File: config.mk
export PLATFORM = sky130hd
export DESIGN_NAME = xing_vbr_header_parser_flat
export DESIGN_NICKNAME = d
export VERILOG_FILES = /design/src/design/xvbr_pkg.sv /design/src/design/xvbr_if.sv /design/src/design/xing_vbr_header_parser.sv /design/src/design/xvbr_parse.sv /design/src/design/xvbr_rsp_fifo.sv /design/src/flat_wrapper.sv
export SDC_FILE = /design/constraint.sdc
export NUM_CORES = 1
export LEC_CHECK = 0
export BUFFER_PORTS_ARGS = -buffer_cell sky130_fd_sc_hd__buf_2
export CAP_MARGIN = 20
export CORE_UTILIZATION = 25
export DETAILED_ROUTE_END_ITERATION = 10
export PLACE_DENSITY = 0.45
export SLEW_MARGIN = 30
export SYNTH_ARGS = -nofsm -noshare
export SYNTH_HDL_FRONTEND = slang
export SYNTH_HIERARCHICAL = 1
export SYNTH_SLANG_ARGS = --single-unit
File: constraint.sdc
create_clock -name clock -period 19.6 [get_ports clock]
set_input_delay 0 -clock clock [delete_from_list [all_inputs] [get_ports clock]]
set_output_delay 0 -clock clock [all_outputs]
set_load 0.02 [all_outputs]
File: src/design/xvbr_pkg.sv
// Xing VBR header parser: shared types and constants.
// Used by the parser, the result queue and the top level; no dependencies.

package xvbr_pkg;

   // Seek table length of a standard Xing header
   localparam int unsigned TABLE_ENTRIES_DEF = 100;

   // Depth of the result queue (power of two, at least two)
   localparam int unsigned RSP_DEPTH = 4;

   // "Xing" as a big-endian word
   localparam logic [31:0] HDR_MAGIC = 32'h5869_6E67;

   // Bit positions in the flags word
   localparam int unsigned FLAG_FRAMES_BIT = 0;
   localparam int unsigned FLAG_BYTES_BIT  = 1;
   localparam int unsigned FLAG_TOC_BIT    = 2;
   localparam int unsigned FLAG_SCALE_BIT  = 3;

   // Result kinds
   localparam logic KIND_ENTRY   = 1'b0;
   localparam logic KIND_SUMMARY = 1'b1;

   typedef struct packed {
      logic [7:0] data_byte;
      logic       start_of_region;
      logic       end_of_region;
   } req_type;

   typedef struct packed {
      logic        result_kind;
      logic [6:0]  table_index;
      logic [7:0]  table_value;
      logic        header_valid;
      logic [31:0] header_flags;
      logic [31:0] frame_count;
      logic [31:0] byte_count;
      logic [31:0] scale_value;
      logic        last_of_run;
   } rsp_type;

   // Up to two results written into the queue in one cycle
   typedef struct packed {
      logic [1:0] count;
      rsp_type    first;
      rsp_type    second;
   } push_type;

endpackage

File: src/design/xvbr_if.sv
// Valid/ready channel interfaces for the Xing VBR header parser.
// Self-contained; the field widths follow the byte and result formats.

interface xvbr_req_if;
   logic       valid;
   logic       ready;
   logic [7:0] data_byte;
   logic       start_of_region;
   logic       end_of_region;

   modport source (output valid, input ready, output data_byte, output start_of_region,
                   output end_of_region);
   modport sink   (input valid, output ready, input data_byte, input start_of_region,
                   input end_of_region);
endinterface

interface xvbr_rsp_if;
   logic        valid;
   logic        ready;
   logic        result_kind;
   logic [6:0]  table_index;
   logic [7:0]  table_value;
   logic        header_valid;
   logic [31:0] header_flags;
   logic [31:0] frame_count;
   logic [31:0] byte_count;
   logic [31:0] scale_value;
   logic        last_of_run;

   modport source (output valid, input ready, output result_kind, output table_index,
                   output table_value, output header_valid, output header_flags,
                   output frame_count, output byte_count, output scale_value,
                   output last_of_run);
   modport sink   (input valid, output ready, input result_kind, input table_index,
                   input table_value, input header_valid, input header_flags,
                   input frame_count, input byte_count, input scale_value,
                   input last_of_run);
endinterface

File: src/design/xing_vbr_header_parser.sv
// Xing VBR header parser, top level.
// Depends on xvbr_pkg, xvbr_if, xvbr_parse and xvbr_rsp_fifo.
//
// Usage:
//   req_chan carries the ancillary bytes of an MP3 frame, one per transfer,
//   with start_of_region on the first byte and end_of_region on the last.
//   rsp_chan carries results: one seek table entry per table byte, and one
//   summary (header_valid, flags, frame/byte counts, scale) when the header
//   completes or fails. A byte yields zero, one or two results; last_of_run
//   marks the last result of each byte.
//   A byte lands in the input register when it transfers; the parse logic
//   writes its results into the result queue once the queue has room, and
//   the queue offers them on rsp_chan.
//   Throughput: one byte per cycle while each byte yields at most one
//   result and rsp_chan.ready stays high; bytes with two results cannot keep
//   that up, as the single result port drains the four-entry queue.
//   Reset: synchronous; the parser goes idle and waits for a start mark,
//   the queue empties.
//   Stall: when rsp_chan.ready is low the queue fills; req_chan.ready drops
//   once a byte waits with fewer than two free entries; no result is lost.

module xing_vbr_header_parser #(
   parameter int unsigned TABLE_ENTRIES = xvbr_pkg::TABLE_ENTRIES_DEF
) (
   input  logic       clock,
   input  logic       reset,
   xvbr_req_if.sink   req_chan,
   xvbr_rsp_if.source rsp_chan
);

   xvbr_pkg::req_type  req_item;
   xvbr_pkg::push_type push;
   xvbr_pkg::rsp_type  rsp_item;
   logic               room;

   // gather the request fields into one item
   assign req_item.data_byte       = req_chan.data_byte;
   assign req_item.start_of_region = req_chan.start_of_region;
   assign req_item.end_of_region   = req_chan.end_of_region;

   xvbr_parse #(
      .TABLE_ENTRIES (TABLE_ENTRIES)
   ) u_parse (
      .clock    (clock),
      .reset    (reset),
      .in_valid (req_chan.valid),
      .in_ready (req_chan.ready),
      .in_item  (req_item),
      .out_room (room),
      .push     (push)
   );

   xvbr_rsp_fifo u_rsp_fifo (
      .clock     (clock),
      .reset     (reset),
      .push      (push),
      .room      (room),
      .out_valid (rsp_chan.valid),
      .out_ready (rsp_chan.ready),
      .out_rsp   (rsp_item)
   );

   // drive the head of the queue onto the result channel
   assign rsp_chan.result_kind  = rsp_item.result_kind;
   assign rsp_chan.table_index  = rsp_item.table_index;
   assign rsp_chan.table_value  = rsp_item.table_value;
   assign rsp_chan.header_valid = rsp_item.header_valid;
   assign rsp_chan.header_flags = rsp_item.header_flags;
   assign rsp_chan.frame_count  = rsp_item.frame_count;
   assign rsp_chan.byte_count   = rsp_item.byte_count;
   assign rsp_chan.scale_value  = rsp_item.scale_value;
   assign rsp_chan.last_of_run  = rsp_item.last_of_run;

endmodule

File: src/design/xvbr_parse.sv
// Xing VBR header parser core: input register, parse state machine and result build.
// Depends on xvbr_pkg; feeds up to two results per byte into xvbr_rsp_fifo.

module xvbr_parse #(
   parameter int unsigned TABLE_ENTRIES = xvbr_pkg::TABLE_ENTRIES_DEF
) (
   input  logic               clock,
   input  logic               reset,
   input  logic               in_valid,
   output logic               in_ready,
   input  xvbr_pkg::req_type  in_item,
   input  logic               out_room,
   output xvbr_pkg::push_type push
);

   localparam logic [2:0] PH_IDLE   = 3'd0;
   localparam logic [2:0] PH_MAGIC  = 3'd1;
   localparam logic [2:0] PH_FLAGS  = 3'd2;
   localparam logic [2:0] PH_FRAMES = 3'd3;
   localparam logic [2:0] PH_BYTES  = 3'd4;
   localparam logic [2:0] PH_TOC    = 3'd5;
   localparam logic [2:0] PH_SCALE  = 3'd6;
   localparam logic [2:0] PH_DONE   = 3'd7;

   localparam logic [7:0] TOC_LEN = 8'(TABLE_ENTRIES);

   // Next flagged section after the one just finished
   function automatic logic [2:0] next_phase(input logic [2:0] after, input logic [31:0] flags);
      logic [2:0] ph;
      if (after < PH_FRAMES && flags[xvbr_pkg::FLAG_FRAMES_BIT]) begin
         ph = PH_FRAMES;
      end else if (after < PH_BYTES && flags[xvbr_pkg::FLAG_BYTES_BIT]) begin
         ph = PH_BYTES;
      end else if (after < PH_TOC && flags[xvbr_pkg::FLAG_TOC_BIT]) begin
         ph = PH_TOC;
      end else if (after < PH_SCALE && flags[xvbr_pkg::FLAG_SCALE_BIT]) begin
         ph = PH_SCALE;
      end else begin
         ph = PH_DONE;
      end
      return ph;
   endfunction

   logic              item_valid_ff, item_valid_in;
   xvbr_pkg::req_type item_ff, item_in;
   logic              fire;

   logic [2:0]  phase_ff, phase_in;
   logic [6:0]  cnt_ff, cnt_in;
   logic [31:0] shift_ff, shift_in;
   logic [31:0] flags_ff, flags_in;
   logic [31:0] frames_ff, frames_in;
   logic [31:0] bytes_ff, bytes_in;
   logic [31:0] scale_ff, scale_in;

   logic              entry_v, sum_v;
   xvbr_pkg::rsp_type entry_rsp, sum_rsp;

   assign fire          = item_valid_ff && out_room;
   assign in_ready      = !item_valid_ff || fire;
   assign item_valid_in = in_ready ? in_valid : item_valid_ff;
   assign item_in       = (in_ready && in_valid) ? in_item : item_ff;

   always_comb begin
      logic [2:0]  ph_c;
      logic [6:0]  cnt_c;
      logic [31:0] sh_c;
      logic [6:0]  cnt_inc;
      logic [31:0] sh_new;
      logic        adv;
      logic        failing;

      ph_c     = item_ff.start_of_region ? PH_MAGIC : phase_ff;
      cnt_c    = item_ff.start_of_region ? 7'd0 : cnt_ff;
      sh_c     = item_ff.start_of_region ? 32'd0 : shift_ff;
      cnt_inc  = cnt_c + 7'd1;
      sh_new   = {sh_c[23:0], item_ff.data_byte};
      adv      = 1'b0;
      failing  = 1'b0;

      phase_in  = phase_ff;
      cnt_in    = cnt_ff;
      shift_in  = shift_ff;
      flags_in  = flags_ff;
      frames_in = frames_ff;
      bytes_in  = bytes_ff;
      scale_in  = scale_ff;
      entry_v   = 1'b0;
      sum_v     = 1'b0;
      sum_rsp   = '0;
      sum_rsp.result_kind = xvbr_pkg::KIND_SUMMARY;
      sum_rsp.last_of_run = 1'b1;

      entry_rsp             = '0;
      entry_rsp.result_kind = xvbr_pkg::KIND_ENTRY;
      entry_rsp.table_index = cnt_c;
      entry_rsp.table_value = item_ff.data_byte;

      if (fire && ph_c != PH_IDLE && ph_c != PH_DONE) begin
         // a start mark clears everything before this byte is taken
         if (item_ff.start_of_region) begin
            flags_in  = '0;
            frames_in = '0;
            bytes_in  = '0;
            scale_in  = '0;
         end
         phase_in = ph_c;
         cnt_in   = cnt_inc;
         shift_in = sh_new;
         if (ph_c == PH_TOC) begin
            entry_v = 1'b1;
            if (cnt_inc == 7'd0 || {1'b0, cnt_inc} >= TOC_LEN) begin
               adv = 1'b1;
            end
         end else if (cnt_inc == 7'd4) begin
            unique case (ph_c)
               PH_MAGIC: begin
                  if (sh_new != xvbr_pkg::HDR_MAGIC) begin
                     failing = 1'b1;
                  end else begin
                     phase_in = PH_FLAGS;
                     cnt_in   = '0;
                     shift_in = '0;
                  end
               end
               PH_FLAGS: begin
                  flags_in = sh_new;
                  adv      = 1'b1;
               end
               PH_FRAMES: begin
                  frames_in = sh_new;
                  adv       = 1'b1;
               end
               PH_BYTES: begin
                  bytes_in = sh_new;
                  adv      = 1'b1;
               end
               default: begin
                  scale_in = sh_new;
                  adv      = 1'b1;
               end
            endcase
         end
         if (adv) begin
            phase_in = next_phase(ph_c, flags_in);
            cnt_in   = '0;
            shift_in = '0;
            if (phase_in == PH_DONE) begin
               sum_v                = 1'b1;
               sum_rsp.header_valid = 1'b1;
               sum_rsp.header_flags = flags_in;
               sum_rsp.frame_count  = frames_in;
               sum_rsp.byte_count   = bytes_in;
               sum_rsp.scale_value  = scale_in;
            end
         end
         // region ended before the last flagged section was complete
         if (item_ff.end_of_region && phase_in != PH_IDLE && phase_in != PH_DONE) begin
            failing = 1'b1;
         end
         if (failing) begin
            phase_in  = PH_IDLE;
            cnt_in    = '0;
            shift_in  = '0;
            flags_in  = '0;
            frames_in = '0;
            bytes_in  = '0;
            scale_in  = '0;
            sum_v     = 1'b1;
            sum_rsp   = '0;
            sum_rsp.result_kind = xvbr_pkg::KIND_SUMMARY;
            sum_rsp.last_of_run = 1'b1;
         end
      end

      entry_rsp.last_of_run = !sum_v;
      push.count  = {1'b0, entry_v} + {1'b0, sum_v};
      push.first  = entry_v ? entry_rsp : sum_rsp;
      push.second = sum_rsp;
   end

   always_ff @(posedge clock) begin
      item_ff <= item_in;
      if (reset) begin
         item_valid_ff <= 1'b0;
         phase_ff      <= PH_IDLE;
         cnt_ff        <= '0;
         shift_ff      <= '0;
         flags_ff      <= '0;
         frames_ff     <= '0;
         bytes_ff      <= '0;
         scale_ff      <= '0;
      end else begin
         item_valid_ff <= item_valid_in;
         phase_ff      <= phase_in;
         cnt_ff        <= cnt_in;
         shift_ff      <= shift_in;
         flags_ff      <= flags_in;
         frames_ff     <= frames_in;
         bytes_ff      <= bytes_in;
         scale_ff      <= scale_in;
      end
   end

endmodule

File: src/design/xvbr_rsp_fifo.sv
// Result queue of the Xing VBR header parser: takes up to two results a cycle,
// hands out one per transfer. Depends on xvbr_pkg.

module xvbr_rsp_fifo (
   input  logic               clock,
   input  logic               reset,
   input  xvbr_pkg::push_type push,
   output logic               room,
   output logic               out_valid,
   input  logic               out_ready,
   output xvbr_pkg::rsp_type  out_rsp
);

   localparam int unsigned DEPTH = xvbr_pkg::RSP_DEPTH;
   localparam int unsigned PW    = $clog2(DEPTH);

   xvbr_pkg::rsp_type entry_ff [DEPTH];
   logic [PW-1:0]     wr_ptr_ff, wr_ptr_in;
   logic [PW-1:0]     rd_ptr_ff, rd_ptr_in;
   logic [PW:0]       count_ff, count_in;
   logic              pop;

   assign out_valid = count_ff != '0;
   assign out_rsp   = entry_ff[rd_ptr_ff];
   assign pop       = out_valid && out_ready;
   // leave space for a byte that yields two results
   assign room      = count_ff <= (PW+1)'(DEPTH - 2);

   assign wr_ptr_in = wr_ptr_ff + PW'(push.count);
   assign rd_ptr_in = rd_ptr_ff + PW'(pop);
   assign count_in  = count_ff + (PW+1)'(push.count) - (PW+1)'(pop);

   always_ff @(posedge clock) begin
      if (push.count != 2'd0) begin
         entry_ff[wr_ptr_ff] <= push.first;
      end
      if (push.count == 2'd2) begin
         entry_ff[wr_ptr_ff + PW'(1)] <= push.second;
      end
   end

   always_ff @(posedge clock) begin
      if (reset) begin
         wr_ptr_ff <= '0;
         rd_ptr_ff <= '0;
         count_ff  <= '0;
      end else begin
         wr_ptr_ff <= wr_ptr_in;
         rd_ptr_ff <= rd_ptr_in;
         count_ff  <= count_in;
      end
   end

endmodule
File: src/flat_wrapper.sv
// flat-port wrapper written by rule: the top's interface ports become plain ports
module xing_vbr_header_parser_flat 
#(
   parameter int unsigned TABLE_ENTRIES = xvbr_pkg::TABLE_ENTRIES_DEF
)
  (clock, reset, req_chan_valid, req_chan_ready, req_chan_data_byte, req_chan_start_of_region, req_chan_end_of_region, rsp_chan_valid, rsp_chan_ready, rsp_chan_result_kind, rsp_chan_table_index, rsp_chan_table_value, rsp_chan_header_valid, rsp_chan_header_flags, rsp_chan_frame_count, rsp_chan_byte_count, rsp_chan_scale_value, rsp_chan_last_of_run);
  xvbr_req_if req_chan_i ();
  xvbr_rsp_if rsp_chan_i ();
  input  logic clock;
  input  logic reset;
  input wire logic [$bits(req_chan_i.valid)-1:0] req_chan_valid;
  output wire logic [$bits(req_chan_i.ready)-1:0] req_chan_ready;
  input wire logic [$bits(req_chan_i.data_byte)-1:0] req_chan_data_byte;
  input wire logic [$bits(req_chan_i.start_of_region)-1:0] req_chan_start_of_region;
  input wire logic [$bits(req_chan_i.end_of_region)-1:0] req_chan_end_of_region;
  output wire logic [$bits(rsp_chan_i.valid)-1:0] rsp_chan_valid;
  input wire logic [$bits(rsp_chan_i.ready)-1:0] rsp_chan_ready;
  output wire logic [$bits(rsp_chan_i.result_kind)-1:0] rsp_chan_result_kind;
  output wire logic [$bits(rsp_chan_i.table_index)-1:0] rsp_chan_table_index;
  output wire logic [$bits(rsp_chan_i.table_value)-1:0] rsp_chan_table_value;
  output wire logic [$bits(rsp_chan_i.header_valid)-1:0] rsp_chan_header_valid;
  output wire logic [$bits(rsp_chan_i.header_flags)-1:0] rsp_chan_header_flags;
  output wire logic [$bits(rsp_chan_i.frame_count)-1:0] rsp_chan_frame_count;
  output wire logic [$bits(rsp_chan_i.byte_count)-1:0] rsp_chan_byte_count;
  output wire logic [$bits(rsp_chan_i.scale_value)-1:0] rsp_chan_scale_value;
  output wire logic [$bits(rsp_chan_i.last_of_run)-1:0] rsp_chan_last_of_run;
  assign req_chan_i.valid = req_chan_valid;
  assign req_chan_ready = req_chan_i.ready;
  assign req_chan_i.data_byte = req_chan_data_byte;
  assign req_chan_i.start_of_region = req_chan_start_of_region;
  assign req_chan_i.end_of_region = req_chan_end_of_region;
  assign rsp_chan_valid = rsp_chan_i.valid;
  assign rsp_chan_i.ready = rsp_chan_ready;
  assign rsp_chan_result_kind = rsp_chan_i.result_kind;
  assign rsp_chan_table_index = rsp_chan_i.table_index;
  assign rsp_chan_table_value = rsp_chan_i.table_value;
  assign rsp_chan_header_valid = rsp_chan_i.header_valid;
  assign rsp_chan_header_flags = rsp_chan_i.header_flags;
  assign rsp_chan_frame_count = rsp_chan_i.frame_count;
  assign rsp_chan_byte_count = rsp_chan_i.byte_count;
  assign rsp_chan_scale_value = rsp_chan_i.scale_value;
  assign rsp_chan_last_of_run = rsp_chan_i.last_of_run;
  xing_vbr_header_parser #(.TABLE_ENTRIES(TABLE_ENTRIES)) u_core (.clock(clock), .reset(reset), .req_chan(req_chan_i), .rsp_chan(rsp_chan_i));
endmodule
==> flow_summary.toml, run 1 <==
[timing]
clock-skew-final_ps = 33.9
max_slew_margin_pct = 34.1
finalWorstPathRequiredPeriod_ps = 8640
worstMarginPinSlew_ps = 988
number_of_setup_violations_in_the_final_report = 0
timing_max_transition_violations_final = 0
max_freq_mhz = 116
timing.final.crit_share_pct = 44.1
finalHoldViolCount = 0
timing.setup.tns_ps = 0
rsz0062_at_grt = "no"
post-route-worst-setup-slack_ps = 10960

[outcome]
outcome = "finished clean"

[layout]
layout_utilization_pct = 28.9
layout.cells.most_common = "sky130_fd_sc_hd__edfxtp_1"
layout_nets = 2992
flow.area_growth_from_synthesis_pct = 14.7
drive_gt1_share_pct = 21.1
post-route-cell-area_mm2 = 0.0445
layout.cells.most_common_list = "sky130_fd_sc_hd__edfxtp_1 (594), sky130_fd_sc_hd__mux2_1 (499), sky130_fd_sc_hd__nor2_1 (310)"

[global_routing]
aggregate_global_route_resource_usage_pct = 15.4
initial_antenna_violation_count = 4
overflow = 0
grt_max_degree = 69
wire_length_of_the_first_global_routing_pass_mm = 178
vias_in_the_first_global_route = 24700

[synthesis]
synth_area_in_adders_pct = 0.277
yosysWarnings = 6
synth_compound_area_share_pct = 5.98
post_synth_simple_gate_area_pct = 7.95
yosys_most_used_dff = "sky130_fd_sc_hd__edfxtp_1"
synthesis.area_mm2 = 0.0388
ys_seq_elements = 764
synth-edff-count = 594
ys_types = 79
synth_xor_xnor_area_share_pct = 0.161
dominant_combinational_cell_family_by_area_after_synthesis = "multiplexers"
syn_area_per_cell_um2 = 13.5
async_flop_share_pct = 0
post_synth_inst_count = 2870
yosys-mux-area-fraction_pct = 26.4
synth_sequential_area_ratio_pct = 54.7

[detailed_routing]
vias = 24400
drt_pre_antenna_iters = 5
dr.first_iter.drc_count = 1867
drt_drc_violations_left = 0
route.detailed.wl_per_inst_um = 24.2
detail_route.wirelength_mm = 123
routed_via_density = 4.79
route.antenna.remaining_nets = 0

[floorplanning]
floorplan.core_area_mm2 = 0.154
initial_core_util_pct = 25.2
ioPinCount = 162
die_width_um = 396
die_height_um = 396
floorplan.die_area_mm2 = 0.157
placementRows = 144

[critical_path]
critical_path.max_fanout = 44
reg2regPathDepth = 20
critPathRequiredTime_ps = 19900
worstSetupEndpointType = "flip-flop"
crit_type = "flip-flop to flip-flop"
regToRegStartpoint = "u_core/u_parse/item_ff[1]$_DFFE_PP_"
worstSetupStartpointType = "flip-flop"
signal_arrival_time_at_the_worst_endpoint_ps = 8940
crit-reg2reg-capture = "u_core/u_rsp_fifo/entry_ff[2][89]$_DFFE_PP_"
worst-r2r-setup-slack_ps = 10960

[hold_path]
min-delay-start = "req_chan_start_of_region"
holdPathEnd = "u_core/u_parse/item_ff[1]$_DFFE_PP_"
worst_hold_path_type = "input port to flip-flop"
hold-path-cell-count = 2

[clock_network]
tritoncts = "yes"
cts_repair_resize_count = 0
cts_post_setup_buffers_inserted = 0
path_clk_slew_ps = 60
cts_root_buffer = "sky130_fd_sc_hd__clkbuf_16"
cts_htree_levels = 3
clock_sink_count = 764
clk_path_buf_depth = 3
worstSkewPairLatency_ps = 700
cts_inserted_buffers = 89
holdBufCountCts = 22

[place]
place_hpwl_mm = 72.6
routabilityCongestion = 0.822
io_buffers = 161
dpl_cell_area_mm2 = 0.0415
placement.setup.worst_slack_ps = 10970

[power]
static-leakage-power_nw = 14.9
power_density_mw_per_mm2 = 90.1
vdd.ir_drop.worst_mv = 0.0616

[flow_run]
cap_violations = 0
layout make-up:
cell class | count | area [um2]
Timing Repair Buffer | 268 | 1720
Multi-Input combinational cell | 1783 | 16000
Tap cell | 2044 | 2560
Clock buffer | 128 | 2490
Antenna cell | 3 | 7.51
Clock inverter | 38 | 279
Sequential cell | 764 | 21200
Fill cell | 15600 | 110000
Inverter | 64 | 241
how the worst max path moves through the flow:
stage / slack [ps] / from / cells past startpoint / endpoint
after floorplan: 3520 / u_core/u_parse/item_ff[1]$_DFFE_PP_ / 22 / u_core/u_rsp_fifo/entry_ff[0][0]$_DFFE_PP_
after global placement: 10980 / u_core/u_parse/item_ff[1]$_DFFE_PP_ / 20 / u_core/u_rsp_fifo/entry_ff[2][94]$_DFFE_PP_
after detailed placement: 10970 / u_core/u_parse/item_ff[1]$_DFFE_PP_ / 20 / u_core/u_rsp_fifo/entry_ff[2][94]$_DFFE_PP_
after CTS: 10930 / u_core/u_parse/item_ff[1]$_DFFE_PP_ / 20 / u_core/u_rsp_fifo/entry_ff[2][89]$_DFFE_PP_
after global routing: 10500 / u_core/u_parse/item_ff[1]$_DFFE_PP_ / 20 / u_core/u_rsp_fifo/entry_ff[2][85]$_DFFE_PP_
final: 10960 / u_core/u_parse/item_ff[1]$_DFFE_PP_ / 20 / u_core/u_rsp_fifo/entry_ff[2][89]$_DFFE_PP_
worst max-delay path: stages (launching register included):
cell and delay, ps:
sky130_fd_sc_hd__edfxtp_1 320, sky130_fd_sc_hd__buf_4 460, sky130_fd_sc_hd__clkinv_1 860, sky130_fd_sc_hd__nand2_1 390, sky130_fd_sc_hd__inv_1 100, sky130_fd_sc_hd__ha_1 310, sky130_fd_sc_hd__or4b_4 530, sky130_fd_sc_hd__nor3_4 170
sky130_fd_sc_hd__o22ai_2 200, sky130_fd_sc_hd__nor4b_2 400, sky130_fd_sc_hd__or3_1 180, sky130_fd_sc_hd__a21oi_1 60, sky130_fd_sc_hd__or2_2 340, sky130_fd_sc_hd__o211ai_2 160, sky130_fd_sc_hd__buf_4 310, sky130_fd_sc_hd__a31oi_1 230
sky130_fd_sc_hd__ha_1 500, sky130_fd_sc_hd__and4bb_4 810, sky130_fd_sc_hd__o21bai_4 430, sky130_fd_sc_hd__buf_4 660, sky130_fd_sc_hd__buf_4 730
cell families after synthesis:
kind of cell             Yosys count
AO/OA/AOI/OAI                    352
XOR/XNOR                           4
adder cells (fa/ha/maj)            8
buffers and inverters            338
flip-flops                       764
multiplexers                     767
other                              2
AND/OR/NAND/NOR                  635
routing by layer:
metal	vias to the layer above	part of all wire (%)	track usage, %	wire [um]
met5	-	0	0	0
met4	0	2.0	4.14	2520
met3	118	4.1	2.15	5070
met2	532	48	25.3	59200
met1	12600	46	21.1	56600
li1	11100	-	-	-
cells in the mapped netlist, types with 22 or more instances:
cell | count | share of area [%]
sky130_fd_sc_hd__a21oi_1 | 125 | 1.6
sky130_fd_sc_hd__a22o_1 | 26 | 0.59
sky130_fd_sc_hd__a22oi_1 | 92 | 1.8
sky130_fd_sc_hd__and2_1 | 31 | 0.50
sky130_fd_sc_hd__and3_1 | 61 | 0.98
sky130_fd_sc_hd__buf_1 | 22 | 0.21
sky130_fd_sc_hd__buf_2 | 60 | 0.77
sky130_fd_sc_hd__buf_4 | 41 | 0.79
sky130_fd_sc_hd__buf_6 | 35 | 1.0
sky130_fd_sc_hd__clkbuf_1 | 116 | 1.1
sky130_fd_sc_hd__dfxtp_1 | 170 | 8.8
sky130_fd_sc_hd__edfxtp_1 | 594 | 46
sky130_fd_sc_hd__inv_1 | 61 | 0.59
sky130_fd_sc_hd__mux2_1 | 499 | 14
sky130_fd_sc_hd__mux2_2 | 87 | 2.5
sky130_fd_sc_hd__mux2i_1 | 35 | 0.90
sky130_fd_sc_hd__mux4_2 | 146 | 8.5
sky130_fd_sc_hd__nand2_1 | 74 | 0.72
sky130_fd_sc_hd__nand4_1 | 23 | 0.37
sky130_fd_sc_hd__nor2_1 | 315 | 3.0
sky130_fd_sc_hd__nor3_1 | 35 | 0.45
sky130_fd_sc_hd__nor3b_1 | 28 | 0.54
sky130_fd_sc_hd__o22ai_1 | 26 | 0.42
registers in the layout, summed over array words and instances, names as in the netlist, 7 cells and up:
signal                      count
u_core/u_rsp_fifo/entry_ff    584
u_core/u_parse/bytes_ff        32
u_core/u_parse/flags_ff        32
u_core/u_parse/frames_ff       32
u_core/u_parse/scale_ff        32
u_core/u_parse/shift_ff        24
u_core/u_parse/entry_rsp        8
u_core/u_parse/cnt_ff           7
stage by stage:
stage                     hold slack, ps  cells  power, mW
after floorplan                     71.6   2885       2.21
after global placement               180   4899       2.45
after detailed placement             180   4899       2.45
after CTS                           30.3   5087       4.08
after global routing                82.9   5089       4.16
final                                103   5092       4.01
power by group:
group          internal, mW  leakage, nW  switching, mW
Combinational         0.248         7.16          0.386
Clock                 0.914         1.36          0.697
Sequential             1.74         6.42         0.0280
(Power assumes the default switching activity.)
==> run 2, diff against run 1 <==
Clock period 19.6 ns to 9 ns, I/O delays scaled along.
==> run 2 against run 1 <==
  * First-iteration DRC count is 11% lower
  * Via count is 0.99% lower
  * Flip-flop and latch count unchanged
  * Clock skew decreased by 6.8 ps
  * Critical path depth decreased by 4
  * Wire length is 1.7% lower
==> flow_summary.toml, run 2 (synthesized netlist as in run 1, its figures left out) <==
[power]
power_density_mw_per_mm2 = 196
power_switching_share_pct = 27.5
power.clock.fraction_pct = 40.4
totalPowerFinal_mw = 8.75
vdd.ir_drop.worst_mv = 0.157
static-leakage-power_nw = 14.9
power_frac_seq_pct = 44.2
power_spent_charging_and_discharging_nets_mw = 2.41
combinationalPowerShare_pct = 15.4
internal_power_mw = 6.34

[detailed_routing]
drt_pre_antenna_iters = 5
drt_drc_violations_left = 0
route.detailed.wl_per_inst_um = 23.9
route.antenna.remaining_nets = 0
routed_via_density = 4.76
vias = 24200
dr.first_iter.drc_count = 1660
detail_route.wirelength_mm = 121

[timing]
rsz0062_at_grt = "no"
number_of_setup_violations_in_the_final_report = 0
max_freq_mhz = 145
post-route-worst-setup-slack_ps = 2090
finalWorstPathRequiredPeriod_ps = 6910
timing_max_transition_violations_final = 0
worstMarginPinSlew_ps = 1010
max_slew_margin_pct = 32.8
clock-skew-final_ps = 27.0
finalHoldViolCount = 0
timing.final.crit_share_pct = 76.7

[clock_network]
cts_inserted_buffers = 90
clock_sink_count = 764
clk_path_buf_depth = 3
cts_root_buffer = "sky130_fd_sc_hd__clkbuf_16"
cts_htree_levels = 3
tritoncts = "yes"
cts_post_setup_buffers_inserted = 0
worstSkewPairLatency_ps = 700
path_clk_slew_ps = 60

[layout]
layout.cells.most_common_list = "sky130_fd_sc_hd__edfxtp_1 (594), sky130_fd_sc_hd__mux2_1 (499), sky130_fd_sc_hd__nor2_1 (311)"
post-route-cell-area_mm2 = 0.0445
flow.area_growth_from_synthesis_pct = 14.7
largest_register_ff_count = 584
layout_nets = 2974
regMostFlops = "u_core/u_rsp_fifo/entry_ff"
layout.cells.most_common = "sky130_fd_sc_hd__edfxtp_1"
drive_gt1_share_pct = 20.4

[place]
dpl_cell_area_mm2 = 0.0415
io_buffers = 161
placement.setup.worst_slack_ps = 2040
place_hpwl_mm = 69.8
routabilityCongestion = 0.828

[critical_path]
worstSetupStartpointType = "flip-flop"
worst-path-buf-inv = 2
critical_path.cell_chain = "buf_4 -> nor2b_1 -> ha_1 -> or4b_4 -> nor3_4 -> o2111ai_1 -> a22oi_1 -> o211ai_1 -> a211oi_1 -> or2_2 -> o211ai_2 -> a31oi_1 -> ha_1 -> and4bb_4 -> o21bai_4 -> buf_4"
worst-r2r-setup-slack_ps = 2090
worstSetupEndpointType = "flip-flop"
crit-reg2reg-capture = "u_core/u_rsp_fifo/entry_ff[2][5]$_DFFE_PP_"
critical_path.max_stage_delay_ps = 840
reg2regPathDepth = 16
critical_path.max_fanout = 62
cpLargestDelayFamily = "compound AO/OA/AOI/OAI gates"
worstSetupPathDepth = 16
signal_arrival_time_at_the_worst_endpoint_ps = 7220
critPathRequiredTime_ps = 9320
crit_type = "flip-flop to flip-flop"
regToRegStartpoint = "u_core/u_parse/item_ff[1]$_DFFE_PP_"
critical_path.slowest_cell = "sky130_fd_sc_hd__and4bb_4"

[floorplanning]
die_height_um = 396
placementRows = 144
die_width_um = 396
floorplan.core_area_mm2 = 0.154
floorplan.die_area_mm2 = 0.157
initial_core_util_pct = 25.2
ioPinCount = 162

[global_routing]
wire_length_of_the_first_global_routing_pass_mm = 176
vias_in_the_first_global_route = 24400
overflow = 0
aggregate_global_route_resource_usage_pct = 15.2
grt_max_degree = 102
initial_antenna_violation_count = 6

[hold_path]
hold-path-cell-count = 2
holdPathEnd = "u_core/u_parse/item_ff[1]$_DFFE_PP_"
min-delay-start = "req_chan_start_of_region"
worst_hold_path_type = "input port to flip-flop"

[outcome]
outcome = "finished clean"

[flow_run]
cap_violations = 0
==> run 2: per-stage QoR <==
stage	instances	setup TNS, ps	hold slack, ps	utilization [%]
final	5074	0	106	28.9
after global placement	4882	0	179	27.0
after floorplan	2885	-195550	71.6	-
after global routing	5069	0	88.9	28.9
after CTS	5069	0	36.7	28.9
after detailed placement	4882	0	178	27.0
==> run 2: how the worst max path moves through the flow <==
stage	from	end
floorplan	u_core/u_parse/item_ff[1]$_DFFE_PP_	u_core/u_rsp_fifo/entry_ff[0][0]$_DFFE_PP_
CTS	u_core/u_parse/item_ff[1]$_DFFE_PP_	u_core/u_rsp_fifo/entry_ff[2][5]$_DFFE_PP_
global placement	u_core/u_parse/item_ff[1]$_DFFE_PP_	u_core/u_rsp_fifo/entry_ff[2][1]$_DFFE_PP_
detailed placement	u_core/u_parse/item_ff[1]$_DFFE_PP_	u_core/u_rsp_fifo/entry_ff[2][1]$_DFFE_PP_
global route	u_core/u_parse/item_ff[1]$_DFFE_PP_	u_core/u_rsp_fifo/entry_ff[2][5]$_DFFE_PP_
finish	u_core/u_parse/item_ff[1]$_DFFE_PP_	u_core/u_rsp_fifo/entry_ff[2][5]$_DFFE_PP_
==> run 2: cell type report <==
class                           instances  area (um2)
Fill cell                           15600      110000
Clock inverter                         33         245
Tap cell                             2044        2560
Multi-Input combinational cell       1783       16000
Clock buffer                          132        2540
Sequential cell                       764       21200
Antenna cell                            5        12.5
Inverter                               64         241
Timing Repair Buffer                  249        1710
==> run 2: repair_timing <==
action / in CTS / in global routing
hold buffers: 22 / 0
resized for setup: 0 / 0
endpoints found under the hold margin: 35 / 0
setup endpoints to repair: 0 / 0
==> run 2: power groups by stage <==
stage / Clock (mW) / Combinational [mW] / Sequential, mW
after CTS: 3.64 / 1.40 / 3.87
after floorplan: 0 / 0.932 / 3.88
after global routing: 3.76 / 1.44 / 3.87
final: 3.53 / 1.35 / 3.87
after detailed placement: 0 / 1.39 / 3.95
after global placement: 0 / 1.39 / 3.94
==> run 2: routing by layer <==
layer  track usage [%]  part of all wire, %
met1              21.1                   46
met2              24.3                   47
met3              2.33                  4.2
met4              4.72                  2.6
met5                 0                    0
